`src/hw/rtl/rfid_pkg.sv`:
```
// ----------------------------------------------------------------------------
// RF interference detector package
// Beat types, detector state, configuration set and the operation, command
// and flag codes shared by the detector modules.
// ----------------------------------------------------------------------------
package rfid_pkg;

    localparam logic [9:0] COUNT_LIMIT = 10'd600;

    localparam logic [1:0] OP_TICK = 2'd0;
    localparam logic [1:0] OP_TIME = 2'd1;
    localparam logic [1:0] OP_INIT = 2'd2;
    localparam logic [1:0] OP_NONE = 2'd3;

    localparam logic [1:0] CMD_NONE  = 2'd0;
    localparam logic [1:0] CMD_STOP  = 2'd1;
    localparam logic [1:0] CMD_START = 2'd2;
    localparam logic [1:0] CMD_BREAK = 2'd3;

    localparam logic [3:0] FL_IDLE  = 4'b0000;
    localparam logic [3:0] FL_INT   = 4'b0001;
    localparam logic [3:0] FL_FRM   = 4'b0010;
    localparam logic [3:0] FL_TIME  = 4'b0100;
    localparam logic [3:0] FL_PAUSE = 4'b1000;

    localparam logic [1:0] CFG_FIXED_OFFSET    = 2'd0;
    localparam logic [1:0] CFG_OVERLAP_MARGIN  = 2'd1;
    localparam logic [1:0] CFG_FRAME_THRESHOLD = 2'd2;
    localparam logic [1:0] CFG_DEFAULT_OFFSET  = 2'd3;

    typedef struct packed {
        logic [1:0]  op;
        logic [15:0] base_level;
        logic [7:0]  appl_state;
        logic [15:0] max_frames;
    } t_in_item;

    typedef struct packed {
        logic [1:0]  alarm_cmd;
        logic [15:0] alarm_value;
        logic [7:0]  offset_low;
        logic        frame_interferer;
        logic        time_interferer;
    } t_out_item;

    typedef struct packed {
        logic        dynamic_mode;
        logic [3:0]  detect_flags;
        logic [15:0] noise_offset;
        logic [9:0]  qualify_count;
    } t_state;

    typedef struct packed {
        logic [15:0] fixed_offset;
        logic [15:0] overlap_margin;
        logic [15:0] frame_threshold;
        logic [7:0]  default_offset;
    } t_cfg;

endpackage

```
`src/hw/rtl/rfid_step.sv`:
```
// ----------------------------------------------------------------------------
// RF interference detector step logic
// Computes the next detector state and the result beat for one operation.
// ----------------------------------------------------------------------------
module rfid_step (
    input  rfid_pkg::t_in_item  i_item,
    input  rfid_pkg::t_state    i_state,
    input  rfid_pkg::t_cfg      i_cfg,
    output rfid_pkg::t_state    o_state,
    output rfid_pkg::t_out_item o_item
);

    logic [15:0] adapt_offset;
    logic [16:0] threshold;
    logic        above;
    logic        appl_active;
    logic        frames_ok;
    logic [10:0] count_inc;
    logic [1:0]  cmd;
    logic [15:0] value;
    rfid_pkg::t_state nxt;

    always_comb begin
        adapt_offset = i_state.noise_offset;
        if ((i_item.base_level != 16'd0) && i_state.dynamic_mode &&
            (i_item.base_level < i_state.noise_offset)) begin
            adapt_offset = {1'b0, i_state.noise_offset[15:1]} +
                           {1'b0, i_item.base_level[15:1]};
        end
        threshold   = {1'b0, adapt_offset} + {1'b0, i_cfg.overlap_margin};
        above       = {1'b0, i_item.base_level} > threshold;
        appl_active = i_item.appl_state != 8'd0;
        frames_ok   = i_item.max_frames >= i_cfg.frame_threshold;
        count_inc   = {1'b0, i_state.qualify_count} + 11'd1;
    end

    always_comb begin
        nxt   = i_state;
        cmd   = rfid_pkg::CMD_NONE;
        value = 16'd0;
        unique case (i_item.op)
            rfid_pkg::OP_TICK: begin
                nxt.noise_offset = adapt_offset;
                unique case (i_state.detect_flags)
                    rfid_pkg::FL_IDLE: begin
                        if (above) begin
                            if (appl_active) begin
                                if (count_inc > {1'b0, rfid_pkg::COUNT_LIMIT}) begin
                                    nxt.detect_flags  = rfid_pkg::FL_INT;
                                    nxt.qualify_count = rfid_pkg::COUNT_LIMIT;
                                end else begin
                                    nxt.qualify_count = count_inc[9:0];
                                end
                            end
                        end else begin
                            nxt.qualify_count = 10'd0;
                        end
                        cmd = rfid_pkg::CMD_STOP;
                    end
                    rfid_pkg::FL_INT: begin
                        if (above) begin
                            if (frames_ok) begin
                                nxt.qualify_count = 10'd0;
                                nxt.detect_flags  = rfid_pkg::FL_INT | rfid_pkg::FL_FRM;
                                cmd               = rfid_pkg::CMD_START;
                                value             = i_item.max_frames;
                            end else begin
                                nxt.qualify_count = rfid_pkg::COUNT_LIMIT;
                            end
                        end else if (i_state.qualify_count == 10'd0) begin
                            nxt.detect_flags = rfid_pkg::FL_IDLE;
                        end else begin
                            nxt.qualify_count = i_state.qualify_count - 10'd1;
                        end
                    end
                    rfid_pkg::FL_INT | rfid_pkg::FL_FRM: begin
                        if (!frames_ok) begin
                            nxt.detect_flags = rfid_pkg::FL_IDLE;
                        end else if (!appl_active) begin
                            nxt.detect_flags = i_state.detect_flags | rfid_pkg::FL_PAUSE;
                            cmd              = rfid_pkg::CMD_BREAK;
                        end
                    end
                    rfid_pkg::FL_INT | rfid_pkg::FL_FRM | rfid_pkg::FL_TIME: begin
                        if (!frames_ok) begin
                            nxt.detect_flags = rfid_pkg::FL_IDLE;
                            cmd              = rfid_pkg::CMD_STOP;
                        end
                    end
                    rfid_pkg::FL_INT | rfid_pkg::FL_FRM | rfid_pkg::FL_PAUSE: begin
                        if (appl_active) begin
                            nxt.detect_flags = rfid_pkg::FL_INT | rfid_pkg::FL_FRM;
                            cmd              = rfid_pkg::CMD_START;
                        end
                    end
                    default: begin
                        nxt.detect_flags = rfid_pkg::FL_IDLE;
                    end
                endcase
            end
            rfid_pkg::OP_TIME: begin
                nxt.detect_flags = i_state.detect_flags | rfid_pkg::FL_TIME;
            end
            rfid_pkg::OP_INIT: begin
                nxt.detect_flags  = rfid_pkg::FL_IDLE;
                nxt.qualify_count = 10'd0;
                if (i_cfg.fixed_offset != 16'd0) begin
                    nxt.dynamic_mode = 1'b0;
                    nxt.noise_offset = i_cfg.fixed_offset;
                end else begin
                    nxt.dynamic_mode = 1'b1;
                    nxt.noise_offset = {8'd0, i_cfg.default_offset};
                end
                cmd = rfid_pkg::CMD_STOP;
            end
            rfid_pkg::OP_NONE: begin
                cmd = rfid_pkg::CMD_NONE;
            end
        endcase
    end

    assign o_state                 = nxt;
    assign o_item.alarm_cmd        = cmd;
    assign o_item.alarm_value      = value;
    assign o_item.offset_low       = nxt.noise_offset[7:0];
    assign o_item.frame_interferer = |(nxt.detect_flags & rfid_pkg::FL_FRM);
    assign o_item.time_interferer  = |(nxt.detect_flags & rfid_pkg::FL_TIME);

endmodule

```
`src/hw/rtl/rf_interference_detector.sv`:
```
// ----------------------------------------------------------------------------
// RF interference detector
// Tracks a noise offset and steps four interference flags per operation beat,
// answering each input beat with exactly one alarm result beat.
// ----------------------------------------------------------------------------
// Each input beat passes the input register, then the result register that
// holds the step result.
// Throughput: one beat per cycle while the result channel is not stalled.
// Reset: synchronous active-low reset clears configuration, detector state
// and both valid flags; the block is ready in the first cycle after reset.
module rf_interference_detector (
    input  logic                i_clk,
    input  logic                i_rst_n,
    input  logic                i_in_valid,
    output logic                o_in_ready,
    input  rfid_pkg::t_in_item  i_in_data,
    output logic                o_out_valid,
    input  logic                i_out_ready,
    output rfid_pkg::t_out_item o_out_data,
    input  logic                i_cfg_valid,
    output logic                o_cfg_ready,
    input  logic [1:0]          i_cfg_index,
    input  logic [15:0]         i_cfg_data
);

    logic                r_in_valid;
    rfid_pkg::t_in_item  r_in_data;
    logic                r_out_valid;
    rfid_pkg::t_out_item r_out_data;
    rfid_pkg::t_state    r_state;
    rfid_pkg::t_cfg      r_cfg;
    rfid_pkg::t_state    n_state;
    rfid_pkg::t_out_item n_out_data;
    logic                advance;

    assign advance     = r_in_valid && (!r_out_valid || i_out_ready);
    assign o_in_ready  = !r_in_valid || advance;
    assign o_cfg_ready = 1'b1;
    assign o_out_valid = r_out_valid;
    assign o_out_data  = r_out_data;

    rfid_step u_step (
        .i_item  (r_in_data),
        .i_state (r_state),
        .i_cfg   (r_cfg),
        .o_state (n_state),
        .o_item  (n_out_data)
    );

    always_ff @(posedge i_clk) begin
        if (!i_rst_n) begin
            r_in_valid  <= 1'b0;
            r_out_valid <= 1'b0;
            r_state     <= '0;
            r_cfg       <= '0;
        end else begin
            if (o_in_ready) begin
                r_in_valid <= i_in_valid;
            end
            if (advance) begin
                r_out_valid <= 1'b1;
                r_state     <= n_state;
            end else if (i_out_ready) begin
                r_out_valid <= 1'b0;
            end
            if (i_cfg_valid) begin
                unique case (i_cfg_index)
                    rfid_pkg::CFG_FIXED_OFFSET:    r_cfg.fixed_offset    <= i_cfg_data;
                    rfid_pkg::CFG_OVERLAP_MARGIN:  r_cfg.overlap_margin  <= i_cfg_data;
                    rfid_pkg::CFG_FRAME_THRESHOLD: r_cfg.frame_threshold <= i_cfg_data;
                    rfid_pkg::CFG_DEFAULT_OFFSET:  r_cfg.default_offset  <= i_cfg_data[7:0];
                endcase
            end
        end
    end

    always_ff @(posedge i_clk) begin
        if (o_in_ready && i_in_valid) begin
            r_in_data <= i_in_data;
        end
        if (advance) begin
            r_out_data <= n_out_data;
        end
    end

endmodule

```
`config.mk`:
```
export PLATFORM = sky130hd
export DESIGN_NAME = rf_interference_detector
export DESIGN_NICKNAME = d
export VERILOG_FILES = /design/src/hw/rtl/rfid_pkg.sv /design/src/hw/rtl/rfid_step.sv /design/src/hw/rtl/rf_interference_detector.sv
export SDC_FILE = /design/constraint.sdc
export NUM_CORES = 1
export LEC_CHECK = 0
export BUFFER_PORTS_ARGS = -buffer_cell sky130_fd_sc_hd__clkbuf_2
export CAP_MARGIN = 25
export CORE_ASPECT_RATIO = 1.1
export CORE_MARGIN = 3
export CORE_UTILIZATION = 50
export DETAILED_ROUTE_END_ITERATION = 16
export GPL_TIMING_DRIVEN = 0
export PLACE_DENSITY = 0.67
export SETUP_SLACK_MARGIN = 0.3
export SLEW_MARGIN = 10
export SYNTH_ARGS = -nofsm -noshare
export SYNTH_HDL_FRONTEND = slang
export SYNTH_SLANG_ARGS = --single-unit
```
`constraint.sdc`:
```
create_clock -name i_clk -period 8.7 [get_ports i_clk]
set_input_delay 1.74 -clock i_clk [delete_from_list [all_inputs] [get_ports i_clk]]
set_output_delay 1.74 -clock i_clk [all_outputs]
set_load 0.05 [all_outputs]
```
==> results of run 1 <==
cells in the final DEF (no fill, tap or decap), drive strengths merged, types with 7 or more instances in the layout:
master	synthesis	layout
xnor2	18	18
nand3	24	24
nor2	54	54
a31oi	11	11
ha	81	81
clkbuf	36	147
a211oi	8	8
a21oi	73	73
or3	7	7
dfxtp	89	89
nor3	20	20
a21boi	54	54
nor2b	15	15
xor2	9	9
nor4	17	17
and2	19	19
buf	11	14
nand2	160	160
nand2b	18	18
inv	61	70
o221ai	7	7
edfxtp	70	70
a21o	18	18
mux2i	20	20
nand4	9	9
o31ai	7	7
o21ai	49	49
o21a	14	14
per-stage QoR:
step                util (%)  setup WS, ns  total power [mW]  cell area, sq um  hold WS, ns
floorplan                  -         2.589             1.027              9743       0.4435
detailed placement     56.39         1.406             1.114             10570       0.4595
CTS                    59.58         1.365             1.865             11160       0.4678
finish                 59.58         1.249             1.857             11160       0.4641
global placement       56.10         1.431             1.108             10510       0.4531
global route           59.58        0.7010             1.928             11160       0.4922
synthesized netlist by cell type, drive strengths merged, types with 3 or more instances:
library cell and instances:
a211o 4, a211oi 8, a21boi 54, a21o 18, a21oi 73, a221oi 3
a31oi 11, and2 19, and3 6, and3b 3, buf 11, clkbuf 36
dfxtp 89, edfxtp 70, ha 81, inv 61, mux2i 20, nand2 160
nand2b 18, nand3 24, nand4 9, nor2 54, nor2b 15, nor3 20
nor3b 6, nor4 17, o211ai 6, o21a 14, o21ai 49, o21bai 3
o221ai 7, o22ai 4, o311ai 4, o31ai 7, or2 5, or3 7
xnor2 18, xor2 9
cell type report:
type	count	area [sq um]
Fill cell	1736	7575
Multi-Input combinational cell	802	5383
Sequential cell	159	3884
Timing Repair Buffer	96	518.0
Clock buffer	18	439.2
Tap cell	243	304.0
Buffer	47	249.0
Inverter	61	229.0
Clock inverter	14	157.7
state kept, by name, indices dropped and copies added (netlist names):
name,cells
o_out_data,28
o_out_valid,1
r_cfg,56
r_in_data,42
r_in_valid,1
r_state,31
where the power goes:
| group | internal [mW] | leakage, nW | switching [mW] |
|---|---|---|---|
| Combinational | 0.0977 | 2.71 | 0.168 |
| Sequential | 0.812 | 1.39 | 0.0224 |
| Clock | 0.394 | 0.294 | 0.362 |
worst max-delay path by stage:
stage / startpoint / to / slack, ns
2_1_floorplan: r_in_data[33] / r_state[29] / 2.59
3_3_place_gp: r_in_data[33] / o_out_data[24] / 1.43
3_5_place_dp: r_in_data[33] / o_out_data[24] / 1.41
4_1_cts: r_in_data[33] / o_out_data[19] / 1.36
5_1_grt: r_in_data[33] / o_out_data[21] / 0.70
6_report: r_in_data[33] / o_out_data[24] / 1.25
cells by family after synthesis:
group,synth area share (%)
AND/OR/NAND/NOR,18.86
XOR/XNOR,2.427
AO/OA/AOI/OAI,20.80
multiplexers,2.286
buffers and inverters,4.906
adder cells (fa/ha/maj),10.81
flip-flops,39.86
other,0.03849
worst register-to-register path: stages (launching register included):
cell and delay, ns:
edfxtp_1 0.51, ha_1 0.42, a21o_1 0.19, a21o_1 0.17, a21oi_1 0.17, o221ai_1 0.15
a21oi_1 0.51, buf_2 0.36, buf_2 0.27, nor2_1 0.07, a21oi_1 0.20, ha_1 0.31
o21a_1 0.18, o21ai_0 0.15, a21oi_1 0.09, o41a_1 0.35, a41oi_1 0.33, a21oi_1 0.15
xnor2_1 0.15, ha_1 0.20, a211oi_1 0.44, or3b_1 0.47, o311ai_2 0.55, nor2_2 0.15
nand2_1 0.13, nor2_1 0.10, clkbuf_1 0.24, and2_1 0.22
routing by layer:
metal / up-vias / track usage [%] / share of wire (%)
li1: 4083 / - / -
met1: 3956 / 31.78 / 45
met2: 216 / 42.26 / 50
met3: 30 / 3.264 / 4.0
met4: 0 / 6.710 / 1.6
met5: - / 0 / 0
==> results.toml, run 1 <==
[timing]
slew_violations = 0
max-slew-margin-rel_pct = 45.38
finalSetupViolCount = 0
finalHoldViolCount = 0
finalCriticalPeriod_ns = 7.451
skew_ns = 0.008448
setup_tns_ns = 0
tightestPinTransition_ns = 0.8090
fmax_mhz = 134.2
rsz0062_at_grt = "false"
fin_crit_sh_pct = 85.65

[worst_setup_path]
crit_type = "reg2reg"
path_buf_inv = 3
cp_slowest_cell = "o311ai_2"
critPathTopFamily = "compound AO/OA/AOI/OAI gates"
cp_common_cell = "a21oi_1"
rr_startpoint = "r_in_data[33]"
end_kind = "register"
ff2ff_setup_slack_ns = 1.25
r2r_cells = 27
crit_path_max_incr_delay_ns = 0.55
cp.required_ns = 8.89
worstReg2RegEnd = "o_out_data[24]"
path_max_fanout = 10
arrival_ns = 7.65
worst-path-stages = 27
cp-start-kind = "register"

[final_layout]
diodes = 0
fin_cells = 1440
nNetsFinal = 1332
syn2layout_area_growth_pct = 14.58
layout-drive-gt1-share_pct = 14.70

[clocking]
cts-root-buf = "clkbuf_16"
cts_resized = 0
cts_inserted_buffers = 17
clock_latency_ns = 0.43
cts_tree = "built"
cts_hold_buf = 0
cts_setup_buffers = 0
clock_sinks = 159
cts_buffer_depth = 2
cts.htree.levels = 4
cts.clk_slew.worst_paths_ns = 0.07

[detailed_routing]
firstDrtPassIters = 5
drtAntennaViolNets = 0
wl_per_cell_um = 17.81
vias = 8285
drt_iter0_drc = 556
wirelength_um = 25650
via_per_inst = 5.753
drc_errors = 0

[floorplan]
die_y_um = 152.4
top_level_ports = 96
die_area_sq_um = 21200
die_x_um = 139.1
core_area_sq_um = 18740
start_util_pct = 52.00
rows = 52

[logic_synthesis]
yosys-top-cells-area = "edfxtp_1 22%, dfxtp_1 18%, ha_1 10%"
synth_area_leader_cell = "edfxtp_1"
yosys.cell_types.count = 93
synthFlopType = "dfxtp_1"
synth.avg_cell_area_sq_um = 9.114
yosysTopAreaCellShare_pct = 21.57
synth_nets = 1217
mappedNetlistArea_sq_um = 9743
ys_warn_count = 0
ys_ff_latch = 159
synthArstFlopShare_pct = 0
netlist_instances = 1069
yosysSeqAreaShare_pct = 39.86
synth_edf_count = 70

[min_path]
hold_path_end = "r_cfg[16]"
hp-start = "r_cfg[16]"
hold_path.class = "reg2reg"
hold_depth = 2

[power]
power_density_nw_per_um2 = 166.3
vdd_drop_max_uv = 137.1
p_leak_nw = 4.385

[placement]
gp_congestion = 0.9190
dpl.hpwl_um = 19980
portBuffers = 93
place_inst = 1408

[grt]
overflow = 0
grt_antenna_before_repair = 0
grt_max_degree = 32
grtUsageTotal_pct = 24.28
grt_pass1_vias = 7865
grt_pass1_wl_um = 41570

[job]
max_cap_viol_count = 0

[status]
status = "completed"
Power figures use the tool's default switching activity.
==> run 2, diff against run 1 <==
--- a/config.mk
+++ b/config.mk
@@ -12,6 +12,6 @@
 export CORE_UTILIZATION = 50
 export DETAILED_ROUTE_END_ITERATION = 16
-export GPL_TIMING_DRIVEN = 0
 export PLACE_DENSITY = 0.67
+export RECOVER_POWER = 50
 export SETUP_SLACK_MARGIN = 0.3
 export SLEW_MARGIN = 10
==> constraint.sdc (replaced) <==
create_clock -name i_clk -period 8.7 [get_ports i_clk]
set_input_delay 1.74 -clock i_clk [delete_from_list [all_inputs] [get_ports i_clk]]
set_output_delay 1.74 -clock i_clk [all_outputs]
set_load 0.1 [all_outputs]
==> results.toml, run 2 (synthesized netlist as in run 1, its figures left out) <==
[power]
pwr-share-comb_pct = 15.2
power.internal_mw = 1.309
power_frac_seq_pct = 45.0
clkPwrFrac_pct = 39.7
vdd_drop_max_uv = 140.4
p_leak_nw = 4.265
power_density_nw_per_um2 = 170.2
switching_share_pct = 29.55
power_mw = 1.858
p_sw_mw = 0.5492

[placement]
portBuffers = 94
dpl.hpwl_um = 18990
place_inst = 1369
preCtsSetupSlack_ns = 1.476
gp_congestion = 0.9245

[status]
status = "complete, but fails checks"
violations = "max-capacitance violations, max-slew violations"

[clocking]
cts.clk_slew.worst_paths_ns = 0.07
cts_hold_buf = 0
cts_tree = "built"
cts_buffer_depth = 2
cts_inserted_buffers = 17
clock_sinks = 159
cts_resized = 0
cts-root-buf = "clkbuf_16"
cts_setup_buffers = 0
clock_latency_ns = 0.43
cts.htree.levels = 4

[floorplan]
die_area_sq_um = 21200
start_util_pct = 52.00
core_area_sq_um = 18740
die_y_um = 152.4
rows = 52
die_x_um = 139.1
top_level_ports = 96

[final_layout]
layout-drive-gt1-share_pct = 14.41
syn2layout_area_growth_pct = 12.05
diodes = 0
nNetsFinal = 1294
reg_top3 = "r_cfg: 56 flops, r_in_data: 42 flops, r_state: 31 flops"
final.fill_count = 1666
regMostFlops = "r_cfg"
multi_input_area_sq_um = 5385
seq_area_sq_um = 3884
mostFrequentLayoutCell = "nand2_1"
largest_reg_flops = 56
fin_cells = 1402
final_cell_mix = "159 x nand2_1, 94 x clkbuf_2, 89 x dfxtp_1"

[worst_setup_path]
cp-start-kind = "register"
cp.required_ns = 8.99
end_kind = "register"
crit_type = "reg2reg"
path_max_fanout = 15
arrival_ns = 7.63

[detailed_routing]
drc_errors = 0
wirelength_um = 25460
drt_iter0_drc = 525
firstDrtPassIters = 7
vias = 8169
drtAntennaViolNets = 0
via_per_inst = 5.827
wl_per_cell_um = 18.16

[timing]
finalSetupViolCount = 0
finalCriticalPeriod_ns = 7.335
rsz0062_at_grt = "false"
worst_slack_ns = 1.365
slew_violations = 88
setup_tns_ns = 0
skew_ns = 0.01115
fmax_mhz = 136.3
tightestPinTransition_ns = 3.356
timing.hold.ws_ns = 0.4681
finalHoldViolCount = 0
fin_crit_sh_pct = 84.31
max-slew-margin-rel_pct = -123.8

[grt]
grtUsageTotal_pct = 24.15
grt_pass1_vias = 8042
overflow = 0
grt_max_degree = 88
grt_antenna_before_repair = 0
grt_pass1_wl_um = 41540

[job]
max_cap_viol_count = 1

[min_path]
hold_path.class = "reg2reg"
-- run 2: cell types whose count changed in the layout (fill, tap and decap cells not counted), moves of 3 or more --
cell / delta
buf_2: -7
buf_4: +6
clkbuf_1: -27
clkbuf_8: -6
clkinv_8: -3
clkinvlp_4: +3
-- run 2: routing by layer --
layer	routed length, um	global-route usage [%]	share of wire [%]	vias up
li1	-	-	-	4002
met1	10950	30.16	43	3882
met2	12550	41.54	49	233
met3	1167	4.645	4.6	52
met4	800	8.947	3.1	0
met5	0	0	0	-
-- run 2: critical path, cell delays in order (launching register included) --
cell,delay [ns]
edfxtp_1,0.47
ha_1,0.42
a21o_1,0.18
a21o_1,0.17
a21oi_1,0.14
o221ai_1,0.16
a21oi_2,0.56
mux2i_1,0.36
ha_1,0.22
inv_1,0.05
fa_1,0.39
nor2b_1,0.17
o31ai_1,0.14
a21oi_1,0.21
nand4_1,0.12
nand2_1,0.11
and2_1,0.12
o21ai_0,0.07
a21o_1,0.17
ha_1,0.28
nand4_1,0.14
or3_1,0.41
a31oi_1,0.29
o311ai_2,0.24
nor2_2,0.52
nand2_1,0.14
nor2_1,0.69
and2_1,0.23
-- run 2: path summary, 6_finish.rpt --
check / start / to / slack (ns) / cells after the start
max: r_in_data[33] / o_out_data[18] / 1.36 / 27
min: r_cfg[18] / r_cfg[18] / 0.47 / 2
max reg2reg: r_in_data[33] / o_out_data[18] / 1.36 / 27
min reg2reg: r_cfg[18] / r_cfg[18] / 0.47 / 2
-- run 2: area by class of cell --
class	instances	area share, %
repair buffers	105	4.963
clock buffers	18	3.931
well taps	243	2.785
clock inverters	14	1.318
multi-input cells	802	49.33
flip-flops and latches	159	35.58
inverters	61	2.097
-- run 2: per-stage QoR --
stage	utilization [%]	area [sq um]
after floorplan	-	9743
after global placement	55.19	10340
after detailed placement	55.30	10360
after CTS	58.35	10930
after global routing	58.26	10920
final	58.26	10920
-- run 2: power by group through the flow --
stage / sequential (mW) / clock [mW] / combinational [mW]
2_1_floorplan: 0.893 / 0 / 0.160
3_3_place_gp: 0.853 / 0 / 0.278
3_5_place_dp: 0.853 / 0 / 0.281
4_1_cts: 0.836 / 0.752 / 0.283
5_1_grt: 0.840 / 0.783 / 0.312
6_report: 0.837 / 0.738 / 0.283
==> run 3, diff against run 2 <==
- clock period: 8.7 -> 7.1 ns (I/O delays scaled with it)
==> results.toml, run 3 (synthesized netlist as in run 1, its figures left out) <==
[floorplan]
top_level_ports = 96
die_area_sq_um = 21200
start_util_pct = 52.00
die_y_um = 152.4
rows = 52
die_x_um = 139.1
core_area_sq_um = 18740

[grt]
overflow = 0
grt_pass1_wl_um = 41140
grt_pass1_vias = 7855
grt_antenna_before_repair = 0
grtUsageTotal_pct = 24.19
grt_max_degree = 88

[final_layout]
largest_reg_flops = 56
reg_top3 = "r_cfg: 56 flops, r_in_data: 42 flops, r_state: 31 flops"
mostFrequentLayoutCell = "nand2_1"
layout-drive-gt1-share_pct = 15.83
syn2layout_area_growth_pct = 13.73
final_cell_mix = "159 x nand2_1, 93 x clkbuf_2, 89 x dfxtp_1"
nNetsFinal = 1310
diodes = 0
regMostFlops = "r_cfg"

[detailed_routing]
drc_errors = 0
vias = 8217
firstDrtPassIters = 5
met3_wirelength_um = 864
wl_met1_um = 11370
wirelength_um = 25930
via_per_inst = 5.795
drt_iter0_drc = 487
wl_per_cell_um = 18.29
dr_wl_met2_um = 12800
drtAntennaViolNets = 0
top_layer = "met4"

[power]
power_mw = 2.288
vdd_drop_max_uv = 174.0
power_density_nw_per_um2 = 206.5
p_leak_nw = 4.356

[job]
max_cap_viol_count = 1

[clocking]
cts_tree = "built"
cts_inserted_buffers = 17
cts.htree.levels = 4
cts-root-buf = "clkbuf_16"
cts.clk_slew.worst_paths_ns = 0.07
cts_buffer_depth = 2
clock_sinks = 159
clock_latency_ns = 0.43

[placement]
portBuffers = 94
dpl.hpwl_um = 19400
gp_congestion = 0.9249

[worst_setup_path]
cp_slowest_cell = "o22ai_1"
end_kind = "register"
worstReg2RegEnd = "r_state[1]"
ff2ff_setup_slack_ns = 0.54
crit_start = "r_in_data[33]"
r2r_cells = 28
crit_end = "r_state[1]"
rr_startpoint = "r_in_data[33]"
crit_type = "reg2reg"
arrival_ns = 6.88
crit_path_max_incr_delay_ns = 0.48
cp.required_ns = 7.42
cp-start-kind = "register"
path_max_fanout = 7

[timing]
rsz0062_at_grt = "false"
finalSetupViolCount = 0
max-slew-margin-rel_pct = -130.4
setup_tns_ns = 0
tightestPinTransition_ns = 3.456
fin_crit_sh_pct = 92.46
slew_violations = 88
skew_ns = 0.01111
finalHoldViolCount = 0
fmax_mhz = 152.3
finalCriticalPeriod_ns = 6.565

[status]
violations = "max-capacitance violations, max-slew violations"
status = "complete, but fails checks"

[min_path]
hold_path.class = "reg2reg"
==> run 3: changes by cell type in the layout (fill, tap and decap cells not counted), sizes merged <==
cell      before  now
clkinvlp       3    1
clkinv         1    2
buf            8   24
inv           70   71
==> run 3: cell type report <==
class | count | area (sq um)
clock inverter | 14 | 140.1
sequential | 159 | 3884
clock buffer | 18 | 429.2
timing repair buffer | 121 | 673.1
multi-input combinational | 802 | 5421
fill | 1690 | 7657
inverter | 61 | 229.0
tap | 243 | 304.0
==> run 3: worst max-delay path, delay by kind of cell (launching register included) <==
kind,cells,cell delay (ns)
AOI/OAI and AO/OA,15,3.00
adders and majority gates,4,1.30
buffers and inverters,2,0.25
DFF,1,0.46
muxes,1,0.29
and+or+nand+nor,6,1.13
==> run 3: worst min-delay path by stage <==
stage,start,end,slack [ns],cells past startpoint
5_1_grt,r_cfg[19],r_cfg[19],0.50,2
3_5_place_dp,r_cfg[21],r_cfg[21],0.46,2
2_1_floorplan,r_cfg[10],r_cfg[10],0.44,2
3_3_place_gp,r_cfg[23],r_cfg[23],0.46,2
4_1_cts,r_cfg[21],r_cfg[21],0.47,2
6_report,r_cfg[21],r_cfg[21],0.47,2
==> run 3: timing repair <==
item,4_1_cts,5_1_grt
hold buffers,0,0
cloned,0,0
pin swaps,0,0
resized for setup,2,6
setup endpoints to repair,15,31
hold endpoints to repair,0,0
buffers inserted,0,5
==> run 3: per-stage QoR <==
stage	utilization [%]	instances	setup WS [ns]	hold WS [ns]	cell area, sq um
3_5_place_dp	55.80	1380	0.04985	0.4595	10460
4_1_cts	58.88	1412	0.3569	0.4694	11030
6_report	59.13	1418	0.5352	0.4697	11080
3_3_place_gp	55.70	1379	0.3370	0.4550	10440
2_1_floorplan	-	1069	0.9892	0.4435	9743
5_1_grt	59.13	1418	0.2118	0.4993	11080
==> run 3: metal layers <==
metal  vias to the layer above  track usage (%)
met4                         0            10.34
met5                         -                0
met1                      3909            30.51
met2                       215            41.61
li1                       4039                -
met3                        54            3.233
==> run 3: report_power, final <==
group / total [mW] / internal, mW / switching (mW)
Combinational: 0.362 / 0.120 / 0.242
Sequential: 1.02 / 0.995 / 0.0263
Clock: 0.905 / 0.495 / 0.409
